**config.mk**
```make
export PLATFORM = sky130hd
export DESIGN_NAME = offset_argmax_confusion_scorer_core
export DESIGN_NICKNAME = d
export VERILOG_FILES = /design/src/oacs_pkg.sv /design/src/oacs_divider.sv /design/src/oacs_datapath.sv /design/src/oacs_ctrl.sv /design/src/offset_argmax_confusion_scorer_core.sv
export VERILOG_INCLUDE_DIRS = /design/src /design/src/src
export SDC_FILE = /design/constraint.sdc
export NUM_CORES = 2
export LEC_CHECK = 0
export ABC_AREA = 1
export ABC_CLOCK_PERIOD_IN_PS = 7900
export BUFFER_PORTS_ARGS = -buffer_cell sky130_fd_sc_hd__buf_4
export CAP_MARGIN = 30
export CORE_UTILIZATION = 57
export DETAILED_ROUTE_END_ITERATION = 10
export PLACE_DENSITY = 0.76
export SLEW_MARGIN = 30
export SYNTH_ARGS = -nofsm -noshare
export SYNTH_HDL_FRONTEND = slang
export SYNTH_SLANG_ARGS = --single-unit
```
**constraint.sdc**
```tcl
create_clock -name clock -period 7.9 [get_ports clock]
set_clock_uncertainty 0.1 [all_clocks]
set_input_delay 1.58 -clock clock [delete_from_list [all_inputs] [get_ports clock]]
set_output_delay 1.58 -clock clock [all_outputs]
set_load 0.02 [all_outputs]
```
**src/offset_argmax_confusion_scorer_core_macros.svh**
```systemverilog
// Assertion macros for the offset argmax confusion scorer core.
// Used by the top level only; no other dependencies.
`ifndef OFFSET_ARGMAX_CONFUSION_SCORER_CORE_MACROS_SVH
`define OFFSET_ARGMAX_CONFUSION_SCORER_CORE_MACROS_SVH
// Implication checked on every clock edge outside reset.
`define OACS_ASSERT_IMP(label, clk, rst, ante, cons, msg) \
   label: assert property (@(posedge clk) disable iff (rst) (ante) |-> (cons)) \
      else $error(msg);
// Next-cycle implication checked outside reset.
`define OACS_ASSERT_NEXT(label, clk, rst, ante, cons, msg) \
   label: assert property (@(posedge clk) disable iff (rst) (ante) |=> (cons)) \
      else $error(msg);
`endif

```
**src/oacs_pkg.sv**
```systemverilog
// Package for the offset argmax confusion scorer: widths, codes and
// controller/datapath command and status structs. No dependencies.
package oacs_pkg;
   localparam int PROB_BITS   = 16;
   localparam int OFFSET_BITS = 20;
   localparam int SCORE_BITS  = 17;
   localparam int NUM_INPUTS  = 4;
   localparam int CSR_IDX_BITS = 3;
   localparam int CSR_DATA_BITS = 20;
   localparam int DIV_BITS = 64;

   localparam logic [CSR_IDX_BITS-1:0] CSR_CLASS_COUNT = 3'd0;
   localparam logic [CSR_IDX_BITS-1:0] CSR_CRITERION   = 3'd1;
   localparam logic [CSR_IDX_BITS-1:0] CSR_OFFSET_0    = 3'd2;
   localparam logic [CSR_IDX_BITS-1:0] CSR_OFFSET_3    = 3'd5;

   localparam logic CRIT_ACCURACY = 1'b0;
   localparam logic CRIT_BALANCED = 1'b1;

   // Commands from controller to datapath.
   typedef struct packed {
      logic take;       // latch the incoming word and count it
      logic sweep_clr;  // clear sweep accumulators
      logic sweep_step; // accumulate one row/column of the matrix
      logic div_start;  // launch the divider
      logic add_recall; // add divider quotient to the recall sum
      logic fin_start;  // launch the final divide
      logic clear;      // clear the matrix and the saturation flag
      logic rsp_load;   // load the response register
      logic rsp_score;  // the response carries a score
   } oacs_cmd_type;

   typedef struct packed {
      logic is_last;
      logic div_busy;
      logic sweep_done;
      logic crit_balanced;
   } oacs_status_type;
endpackage

```
**src/oacs_divider.sv**
```systemverilog
// Restoring divider, one quotient bit per cycle.
// Depends on oacs_pkg.
module oacs_divider
   import oacs_pkg::*;
(
   input  logic                clock,
   input  logic                reset,
   input  logic                start,
   input  logic [DIV_BITS-1:0] dividend,
   input  logic [DIV_BITS-1:0] divisor,
   output logic                busy,
   output logic [DIV_BITS-1:0] quotient
);
   localparam int CNT_BITS = $clog2(DIV_BITS + 1);
   logic [DIV_BITS-1:0] rem_ff, rem_in, quo_ff, quo_in, dvs_ff, dvs_in;
   logic [CNT_BITS-1:0] cnt_ff, cnt_in;
   logic                busy_ff, busy_in;
   logic [DIV_BITS:0]   trial;

   always_comb begin
      rem_in  = rem_ff;
      quo_in  = quo_ff;
      dvs_in  = dvs_ff;
      cnt_in  = cnt_ff;
      busy_in = busy_ff;
      trial   = {rem_ff, quo_ff[DIV_BITS-1]} - {1'b0, dvs_ff};
      if (start) begin
         rem_in  = '0;
         quo_in  = dividend;
         dvs_in  = divisor;
         cnt_in  = CNT_BITS'(DIV_BITS);
         busy_in = 1'b1;
      end else if (busy_ff) begin
         if (!trial[DIV_BITS]) begin
            rem_in = trial[DIV_BITS-1:0];
            quo_in = {quo_ff[DIV_BITS-2:0], 1'b1};
         end else begin
            rem_in = {rem_ff[DIV_BITS-2:0], quo_ff[DIV_BITS-1]};
            quo_in = {quo_ff[DIV_BITS-2:0], 1'b0};
         end
         cnt_in = cnt_ff - 1'b1;
         if (cnt_ff == CNT_BITS'(1)) begin
            busy_in = 1'b0;
         end
      end
   end

   always_ff @(posedge clock) begin
      rem_ff <= rem_in;
      quo_ff <= quo_in;
      dvs_ff <= dvs_in;
      if (reset) begin
         busy_ff <= 1'b0;
         cnt_ff  <= '0;
      end else begin
         busy_ff <= busy_in;
         cnt_ff  <= cnt_in;
      end
   end

   assign busy     = busy_ff;
   assign quotient = quo_ff;
endmodule

```
**src/oacs_datapath.sv**
```systemverilog
// Datapath: offset argmax, confusion matrix, sweep accumulators, response.
// Depends on oacs_pkg and oacs_divider.
module oacs_datapath
   import oacs_pkg::*;
#(
   parameter int MAX_CLASSES = 4,
   parameter int COUNT_BITS  = 24
) (
   input  logic                            clock,
   input  logic                            reset,
   input  oacs_cmd_type                    cmd,
   output oacs_status_type                 status,
   input  logic [2:0]                      class_count,
   input  logic                            criterion,
   input  logic signed [OFFSET_BITS-1:0]   offsets [NUM_INPUTS],
   input  logic [PROB_BITS-1:0]            probs [NUM_INPUTS],
   input  logic [1:0]                      true_class,
   input  logic                            is_last,
   output logic [1:0]                      predicted_class,
   output logic [SCORE_BITS-1:0]           score,
   output logic                            score_valid,
   output logic                            count_overflow
);
   localparam int NCELLS   = MAX_CLASSES * MAX_CLASSES;
   localparam int CIDX     = $clog2(MAX_CLASSES);
   localparam int CELLIDX  = $clog2(NCELLS);
   localparam int LIM      = (MAX_CLASSES < NUM_INPUTS) ? MAX_CLASSES : NUM_INPUTS;
   localparam int SUM_BITS = COUNT_BITS + CIDX + CIDX;
   localparam logic [COUNT_BITS-1:0] CMAX = {COUNT_BITS{1'b1}};

   logic [COUNT_BITS-1:0] cells_ff [NCELLS];
   logic                  sat_ff;
   logic [2:0]            n_eff;
   logic [1:0]            best;
   logic [OFFSET_BITS:0]  sc [NUM_INPUTS];
   logic [1:0]            pred_ff;
   logic                  last_ff;
   logic                  count_ok_ff;
   logic [1:0]            truth_ff;
   logic [CELLIDX-1:0]    hit_idx;

   // Effective class count.
   always_comb begin
      n_eff = class_count;
      if (n_eff < 3'd2) n_eff = 3'd2;
      if (n_eff > 3'(LIM)) n_eff = 3'(LIM);
   end

   // Argmax over up to four lanes, lowest index winning ties.
   always_comb begin
      best = 2'd0;
      for (int k = 0; k < NUM_INPUTS; k++) begin
         sc[k] = $signed({5'b0, probs[k]}) + $signed({offsets[k][OFFSET_BITS-1], offsets[k]});
      end
      for (int k = 1; k < NUM_INPUTS; k++) begin
         if (3'(k) < n_eff && $signed(sc[k]) > $signed(sc[best])) best = 2'(k);
      end
   end

   assign hit_idx = CELLIDX'(({2'b0, pred_ff} * MAX_CLASSES) + {2'b0, truth_ff});

   // Sweep: index t walks the classes; accumulate column sum and diagonal.
   logic [CIDX:0]         t_ff;
   logic [SUM_BITS-1:0]   col_sum, diag_ff, total_ff, rsum_ff;
   logic [COUNT_BITS-1:0] diag_cell;
   logic [COUNT_BITS-1:0] dcell_ff;
   logic [CIDX:0]         present_ff;
   logic [SUM_BITS-1:0]   col_ff;
   logic                  div_start;
   logic [DIV_BITS-1:0]   div_a, div_b, quotient;
   logic                  div_busy;
   logic [2:0]            n_ff;

   always_comb begin
      col_sum = '0;
      for (int p = 0; p < MAX_CLASSES; p++) begin
         if (3'(p) < n_ff)
            col_sum = col_sum + SUM_BITS'(cells_ff[p*MAX_CLASSES + int'(t_ff[CIDX-1:0])]);
      end
      diag_cell = cells_ff[int'(t_ff[CIDX-1:0])*(MAX_CLASSES+1)];
   end

   assign status.sweep_done    = (t_ff >= (CIDX+1)'(n_ff)) || (t_ff == (CIDX+1)'(MAX_CLASSES));
   assign status.is_last       = last_ff;
   assign status.div_busy      = div_busy;
   assign status.crit_balanced = (criterion == CRIT_BALANCED);

   // The per-class recall divides the diagonal count held at the sweep step,
   // since the sweep index has already moved on by the time it starts.
   always_comb begin
      if (cmd.fin_start) begin
         if (criterion == CRIT_BALANCED) begin
            div_a = DIV_BITS'(rsum_ff);
            div_b = (present_ff == '0) ? DIV_BITS'(1) : DIV_BITS'(present_ff);
         end else begin
            div_a = DIV_BITS'(diag_ff) << 16;
            div_b = (total_ff == '0) ? DIV_BITS'(1) : DIV_BITS'(total_ff);
         end
      end else begin
         div_a = DIV_BITS'(dcell_ff) << 16;
         div_b = (col_ff == '0) ? DIV_BITS'(1) : DIV_BITS'(col_ff);
      end
   end
   assign div_start = cmd.div_start || cmd.fin_start;

   oacs_divider u_div (
      .clock, .reset, .start(div_start), .dividend(div_a), .divisor(div_b),
      .busy(div_busy), .quotient(quotient)
   );

   logic [SCORE_BITS-1:0] rsp_score_ff;
   logic [1:0]            rsp_pred_ff;
   logic                  rsp_valid_ff, rsp_ovf_ff;
   logic                  fin_empty;
   assign fin_empty = (criterion == CRIT_BALANCED) ? (present_ff == '0) : (total_ff == '0);

   always_ff @(posedge clock) begin
      if (cmd.take) begin
         pred_ff     <= best;
         truth_ff    <= true_class;
         last_ff     <= is_last;
         count_ok_ff <= ({1'b0, true_class} < n_eff);
         n_ff        <= n_eff;
      end
      if (cmd.sweep_clr) begin
         t_ff <= '0; diag_ff <= '0; total_ff <= '0; rsum_ff <= '0; present_ff <= '0;
      end else if (cmd.sweep_step) begin
         t_ff     <= t_ff + 1'b1;
         col_ff   <= col_sum;
         dcell_ff <= diag_cell;
         total_ff <= total_ff + col_sum;
         diag_ff  <= diag_ff + SUM_BITS'(diag_cell);
         if (col_sum != '0) present_ff <= present_ff + 1'b1;
      end
      if (cmd.add_recall && col_ff != '0) rsum_ff <= rsum_ff + SUM_BITS'(quotient);
      if (cmd.rsp_load) begin
         rsp_pred_ff  <= pred_ff;
         rsp_valid_ff <= cmd.rsp_score;
         rsp_ovf_ff   <= sat_ff;
         if (!cmd.rsp_score || fin_empty) rsp_score_ff <= '0;
         else if (quotient > DIV_BITS'(65536)) rsp_score_ff <= SCORE_BITS'(65536);
         else rsp_score_ff <= quotient[SCORE_BITS-1:0];
      end
   end

   // Matrix update in the cycle after an item is taken.
   logic count_pend_ff;
   always_ff @(posedge clock) begin
      if (reset) begin
         count_pend_ff <= 1'b0;
         sat_ff        <= 1'b0;
         for (int i = 0; i < NCELLS; i++) cells_ff[i] <= '0;
      end else begin
         count_pend_ff <= cmd.take;
         if (cmd.clear) begin
            sat_ff <= 1'b0;
            for (int i = 0; i < NCELLS; i++) cells_ff[i] <= '0;
         end else if (count_pend_ff && count_ok_ff) begin
            if (cells_ff[hit_idx] == CMAX) sat_ff <= 1'b1;
            else cells_ff[hit_idx] <= cells_ff[hit_idx] + 1'b1;
         end
      end
   end

   assign predicted_class = rsp_pred_ff;
   assign score           = rsp_score_ff;
   assign score_valid     = rsp_valid_ff;
   assign count_overflow  = rsp_ovf_ff;
endmodule

```
**src/oacs_ctrl.sv**
```systemverilog
// Controller state machine for the scorer.
// Depends on oacs_pkg.
module oacs_ctrl
   import oacs_pkg::*;
(
   input  logic            clock,
   input  logic            reset,
   input  logic            req_valid,
   output logic            req_stall,
   output logic            rsp_valid,
   input  logic            rsp_stall,
   input  oacs_status_type status,
   output oacs_cmd_type    cmd
);
   typedef enum logic [2:0] {
      ST_IDLE, ST_COUNT, ST_SWEEP, ST_DIV, ST_FIN, ST_FINWAIT, ST_OUT
   } state_type;

   state_type state_ff, state_in;
   logic      rsp_valid_ff, rsp_valid_in;
   logic      wait_ff, wait_in;
   logic      can_load;

   assign can_load = !rsp_valid_ff || !rsp_stall;

   always_comb begin
      state_in     = state_ff;
      rsp_valid_in = rsp_valid_ff && rsp_stall;
      wait_in      = 1'b0;
      cmd          = '0;
      req_stall    = 1'b1;
      case (state_ff)
         ST_IDLE: begin
            req_stall = 1'b0;
            if (req_valid) begin
               cmd.take = 1'b1;
               state_in = ST_COUNT;
            end
         end
         ST_COUNT: begin
            if (status.is_last) begin
               cmd.sweep_clr = 1'b1;
               state_in = ST_SWEEP;
            end else begin
               state_in = ST_OUT;
            end
         end
         ST_SWEEP: begin
            if (status.sweep_done) begin
               cmd.fin_start = 1'b1;
               state_in = ST_FINWAIT;
            end else begin
               cmd.sweep_step = 1'b1;
               state_in = status.crit_balanced ? ST_DIV : ST_SWEEP;
            end
         end
         ST_DIV: begin
            if (!wait_ff) begin
               cmd.div_start = 1'b1;
               wait_in = 1'b1;
            end else if (status.div_busy) begin
               wait_in = 1'b1;
            end else begin
               cmd.add_recall = 1'b1;
               state_in = ST_SWEEP;
            end
         end
         ST_FINWAIT: begin
            if (!wait_ff || status.div_busy) wait_in = 1'b1;
            else state_in = ST_FIN;
         end
         ST_FIN: begin
            if (can_load) begin
               cmd.rsp_load  = 1'b1;
               cmd.rsp_score = 1'b1;
               cmd.clear     = 1'b1;
               rsp_valid_in  = 1'b1;
               state_in      = ST_IDLE;
            end
         end
         ST_OUT: begin
            if (can_load) begin
               cmd.rsp_load = 1'b1;
               rsp_valid_in = 1'b1;
               state_in     = ST_IDLE;
            end
         end
         default: state_in = ST_IDLE;
      endcase
   end

   always_ff @(posedge clock) begin
      if (reset) begin
         state_ff     <= ST_IDLE;
         rsp_valid_ff <= 1'b0;
         wait_ff      <= 1'b0;
      end else begin
         state_ff     <= state_in;
         rsp_valid_ff <= rsp_valid_in;
         wait_ff      <= wait_in;
      end
   end

   assign rsp_valid = rsp_valid_ff;
endmodule

```
**src/offset_argmax_confusion_scorer_core.sv**
```systemverilog
// Top level of the offset argmax confusion scorer: registers and wiring.
// Depends on oacs_pkg, oacs_ctrl, oacs_datapath and the macros header.
//
//   channel | ports                   | direction
//   req     | req_valid / req_stall   | in: one classified instance per word
//   rsp     | rsp_valid / rsp_stall   | out: prediction per word, score on a last word
//   csr     | csr_write_enable        | in: register writes, no read-back
//
// An ordinary word passes through three steps from acceptance to the response
// register: take, count into the matrix, load the response. A word marked
// last also sweeps the matrix one class per cycle; for balanced accuracy
// each class waits on the bit-serial divider, and the final divide waits
// on it as well, so the shared 64-bit divider sets the cost.
// Reset is synchronous and clears the matrix, the saturation flag and the
// controller. A stalled response holds the controller before it loads the
// next one, so no word is lost.
`include "offset_argmax_confusion_scorer_core_macros.svh"
module offset_argmax_confusion_scorer_core
   import oacs_pkg::*;
#(
   parameter int MAX_CLASSES = 4,
   parameter int COUNT_BITS  = 24
) (
   input  logic                         clock,
   input  logic                         reset,
   input  logic                         req_valid,
   output logic                         req_stall,
   input  logic [PROB_BITS-1:0]         req_class_prob_0,
   input  logic [PROB_BITS-1:0]         req_class_prob_1,
   input  logic [PROB_BITS-1:0]         req_class_prob_2,
   input  logic [PROB_BITS-1:0]         req_class_prob_3,
   input  logic [1:0]                   req_true_class,
   input  logic                         req_is_last,
   output logic                         rsp_valid,
   input  logic                         rsp_stall,
   output logic [1:0]                   rsp_predicted_class,
   output logic [SCORE_BITS-1:0]        rsp_score,
   output logic                         rsp_score_valid,
   output logic                         rsp_count_overflow,
   input  logic                         csr_write_enable,
   input  logic [CSR_IDX_BITS-1:0]      csr_index,
   input  logic [CSR_DATA_BITS-1:0]     csr_data
);
   logic [2:0]                    class_count_ff;
   logic                          criterion_ff;
   logic signed [OFFSET_BITS-1:0] offset_ff [NUM_INPUTS];
   logic [PROB_BITS-1:0]          probs [NUM_INPUTS];
   oacs_cmd_type                  cmd;
   oacs_status_type               status;

   // Configuration registers; writes beyond the last index are dropped.
   always_ff @(posedge clock) begin
      if (reset) begin
         class_count_ff <= 3'd2;
         criterion_ff   <= CRIT_ACCURACY;
         for (int i = 0; i < NUM_INPUTS; i++) offset_ff[i] <= '0;
      end else if (csr_write_enable) begin
         if (csr_index == CSR_CLASS_COUNT) class_count_ff <= csr_data[2:0];
         else if (csr_index == CSR_CRITERION) criterion_ff <= csr_data[0];
         else if (csr_index >= CSR_OFFSET_0 && csr_index <= CSR_OFFSET_3)
            offset_ff[2'(csr_index - CSR_OFFSET_0)] <= csr_data;
      end
   end

   assign probs[0] = req_class_prob_0;
   assign probs[1] = req_class_prob_1;
   assign probs[2] = req_class_prob_2;
   assign probs[3] = req_class_prob_3;

   oacs_ctrl u_ctrl (
      .clock, .reset, .req_valid, .req_stall, .rsp_valid, .rsp_stall,
      .status, .cmd
   );

   oacs_datapath #(.MAX_CLASSES(MAX_CLASSES), .COUNT_BITS(COUNT_BITS)) u_dp (
      .clock, .reset, .cmd, .status,
      .class_count(class_count_ff), .criterion(criterion_ff), .offsets(offset_ff),
      .probs, .true_class(req_true_class), .is_last(req_is_last),
      .predicted_class(rsp_predicted_class), .score(rsp_score),
      .score_valid(rsp_score_valid), .count_overflow(rsp_count_overflow)
   );

   // A score never exceeds one in Q1.16.
   `OACS_ASSERT_IMP(a_score_max, clock, reset, rsp_valid, rsp_score <= 17'd65536, "score above one")
   // A score is only reported on a word that carries one.
   `OACS_ASSERT_IMP(a_score_zero, clock, reset, rsp_valid && !rsp_score_valid, rsp_score == '0, "stray score")
   // A response pending under stall is held until taken, not dropped.
   `OACS_ASSERT_NEXT(a_no_take, clock, reset, rsp_valid && rsp_stall, rsp_valid, "response dropped")
endmodule
```
==> impl_metrics.tcl <==
set metrics [dict create \
    wire_per_inst_um 21.2 \
    drc 0 \
    slowest_stage "or4_1" \
    hold_end "offset_ff[14]" \
    path_common_cell "ha_4" \
    drv_slew 0 \
    syn_nets 7486 \
    drt_iter0_drc 7314 \
    seq_area_frac_synth 0.407 \
    reg2reg_slack_ns 0.16 \
    dr.pass1.iters 6 \
    antenna_found_initial 9 \
    clkLatencyLatePin_ns 0.72 \
    routabilityCongestion 0.971 \
    setup_viol 2 \
    max-cap-violations 0 \
    dieWidth_um 311 \
    stdcell_area_um2 63900 \
    synth.area.top_cells "edfxtp_1, nand2_1, dfxtp_1" \
    io_buffers 117 \
    synth_commonest_cells "nand2_1, nor2_1, inv_1" \
    synth.top_cell.area_share 0.323 \
    max_freq_ghz 0.125 \
    min_period_ns 7.99 \
    routed_wl_um 187000 \
    r2r_start "u_dp.n_ff[1]" \
    syn_area_um2 54400 \
    grt_max_degree 88 \
    yosysWarnings 0 \
    critPathMaxStageDelay_ns 0.49 \
    power.density_nw_per_um2 513 \
    ys_ff_latch 812 \
    cp-start-kind "primary input" \
    vias 53400 \
    hold_buffers 0 \
    critPathMaxFanout 8 \
    clk_path_buf_depth 3 \
    arrival_ns 8.34 \
    num-fill-cells 7852 \
    fin_cells 8828 \
    grt_overflow 0 \
    dp_cells 8621 \
    htreeDepth 3 \
    yosysTopAreaCell "edfxtp_1" \
    grt_pass1_vias 50400 \
    start_util 0.579 \
    postRouteAntennaNets 0 \
    p_total_mw 32.8 \
    ir_drop_uv 404 \
    synthesis.area_per_instance_um2 7.70 \
    io_pins 118 \
    hold_path_depth 2 \
    worstPathRequired_ns 8.24 \
    hp-class "reg2reg" \
    synthArstFlopShare 0 \
    rsz0062_at_grt "true" \
    yosysUniqueCellTypes 66 \
    grt_pass1_wl_um 283000 \
    synth_cells 7065 \
    die-area_um2 96700 \
    violations "negative setup slack" \
    cp-end-kind "register" \
    cts_tree "done" \
    worst_slew_pin_slew_ns 1.07 \
    timing.final.crit_share 1.01 \
    hp-start "offset_ff[14]" \
    reg2reg_depth 49 \
    die_h_um 311 \
    r2r_end "u_dp.total_ff[26]" \
    track_usage 0.374 \
    clk_pin_slew_worst_paths_ns 0.06 \
    startpoint "req_class_prob_0[2]" \
    leakagePower_nw 28.4 \
    slew_headroom 0.287 \
    rows 112 \
    clock-root-buffer "clkbuf_16" \
    status "finished with violations" \
    drive_gt1_frac 0.140 \
    flow.area_growth_from_synthesis_pct 17.4 \
    dpl_cell_area_um2 59400 \
    dp_hpwl_um 135000 \
    cts_sinks 812 \
    ys.flop_type "edfxtp_1" \
    core_area_um2 93900 \
    hold_violations 0 \
    via_per_inst 6.05 \
    nets 7916 \
    synth_most_common_cell "nand2_1" \
    worst_slack_ns -0.0948 \
    synth_edf_count 585 \
    critPathKind "in2reg" \
    cts_made_buffers 89 \
]
-- metal layers --
layer / wire length (µm) / global-route usage
met5: 90 / 0
met4: 6130 / 0.128
met3: 23300 / 0.101
met1: 73800 / 0.496
met2: 83700 / 0.588
-- how the worst max path moves through the flow --
stage | end | slack (ns)
global placement | u_dp.pred_ff[0] | -1.07
finish | u_dp.pred_ff[0] | -0.09
floorplan | u_dp.pred_ff[0] | -0.02
CTS | u_dp.pred_ff[0] | 0.0004
detailed placement | u_dp.pred_ff[0] | -1.19
global route | u_dp.pred_ff[0] | -0.62
-- timing repair --
| item | CTS | global route |
|---|---|---|
| hold endpoints to repair | 0 | 0 |
| setup endpoints to repair | 8 | 16 |
| setup buffers | 14 | 18 |
| resized for setup | 46 | 162 |
| pin swaps | 31 | 43 |
| gates cloned | 2 | 2 |
-- kinds of logic (layout without fill, tap and decap cells) --
| kind of cell | after synthesis | after routing | share of synthesized area |
|---|---|---|---|
| AND/OR/NAND/NOR | 3014 | 3014 | 0.231 |
| multiplexers | 4 | 4 | 0.000736 |
| other | 0 | 2 | 0 |
| buffers and inverters | 1129 | 1636 | 0.0832 |
| adder cells (fa/ha/maj) | 326 | 326 | 0.0765 |
| XOR/XNOR | 193 | 193 | 0.0318 |
| flip-flops | 812 | 812 | 0.407 |
| AO/OA/AOI/OAI | 1587 | 1587 | 0.170 |
-- worst max-delay path: cells and delay by family --
kind / cells / cell delay [ns]
xor gates and xnor gates: 3 / 0.51
and+or+nand+nor: 16 / 2.20
adders and majority gates: 4 / 1.01
AOI/OAI and AO/OA: 17 / 2.35
buffers and inverters: 5 / 0.67
-- final cells by class --
class,count,area (µm²),area share
flip-flops and latches,812,22100,0.346
inverters,831,3140,0.0492
multi-input cells,5124,28900,0.453
diodes,2,5.00,0.0000784
clock inverters,50,534,0.00837
clock buffers,118,2490,0.0390
well taps,1254,1570,0.0246
repair buffers,637,5060,0.0793
-- layout by cell type, fill, tap and decap left out, types with 30 or more instances in the layout --
cell type  synthesis  routed
xor2_1           122     118
buf_4             24     607
a32o_1            37      37
ha_1             315     280
o211ai_1          48      48
o22ai_1           88      73
xnor2_1           66      63
o21a_1            31      31
nand4_1          107     107
nand3_1          307     297
inv_1            814     801
clkbuf_16          0      93
dfxtp_1          227     222
nor3_1            58      48
edfxtp_1         585     585
nor4_1            37      30
ha_4               0      32
a21oi_1          487     453
nand2_2            2      32
nand2_1         1307    1272
nor2_1          1107    1092
o21ai_0          569     544
a22oi_1          202     202
a21oi_2            0      32
-- stage by stage --
| step | TNS [ns] | worst slack (ns) | hold slack [ns] | utilization |
|---|---|---|---|---|
| finish | -0.172 | -0.0948 | 0.351 | 0.680 |
| global route | -1.68 | -0.617 | 0.343 | 0.680 |
| CTS | 0 | 0.000362 | 0.346 | 0.669 |
| detailed placement | -2.75 | -1.19 | 0.343 | 0.633 |
| global placement | -2.27 | -1.07 | 0.314 | 0.632 |
| floorplan | -0.0247 | -0.0247 | 0.309 | - |
-- registers in the layout, summed over array words and instances, names as in the netlist, 2 cells and up, named ones only --
register and count:
u_dp.rsum_ff 28, u_dp.present_ff 3, class_count_ff 3, u_dp.truth_ff 2, u_dp.score 17, u_dp.pred_ff 2, u_ctrl.state_ff 3, offset_ff 80
u_dp.cells_ff 384, u_dp.col_ff 27, u_dp.total_ff 28, u_dp.u_div.cnt_ff 7, u_dp.n_ff 3, u_dp.u_div.rem_ff 64, u_dp.u_div.dvs_ff 28, u_dp.t_ff 3
u_dp.dcell_ff 24, u_dp.diag_ff 28, u_dp.predicted_class 2, u_dp.u_div.quotient 64
-- report_power, final --
part           leakage, nW  total [mW]  internal, mW  switching, mW
combinational         19.2        22.4          8.52           13.9
sequential            7.71        6.02          5.52          0.501
clock                 1.46        4.32          2.44           1.88
total                 28.4        32.8          16.5           16.3
Power figures use the tool's default switching activity.
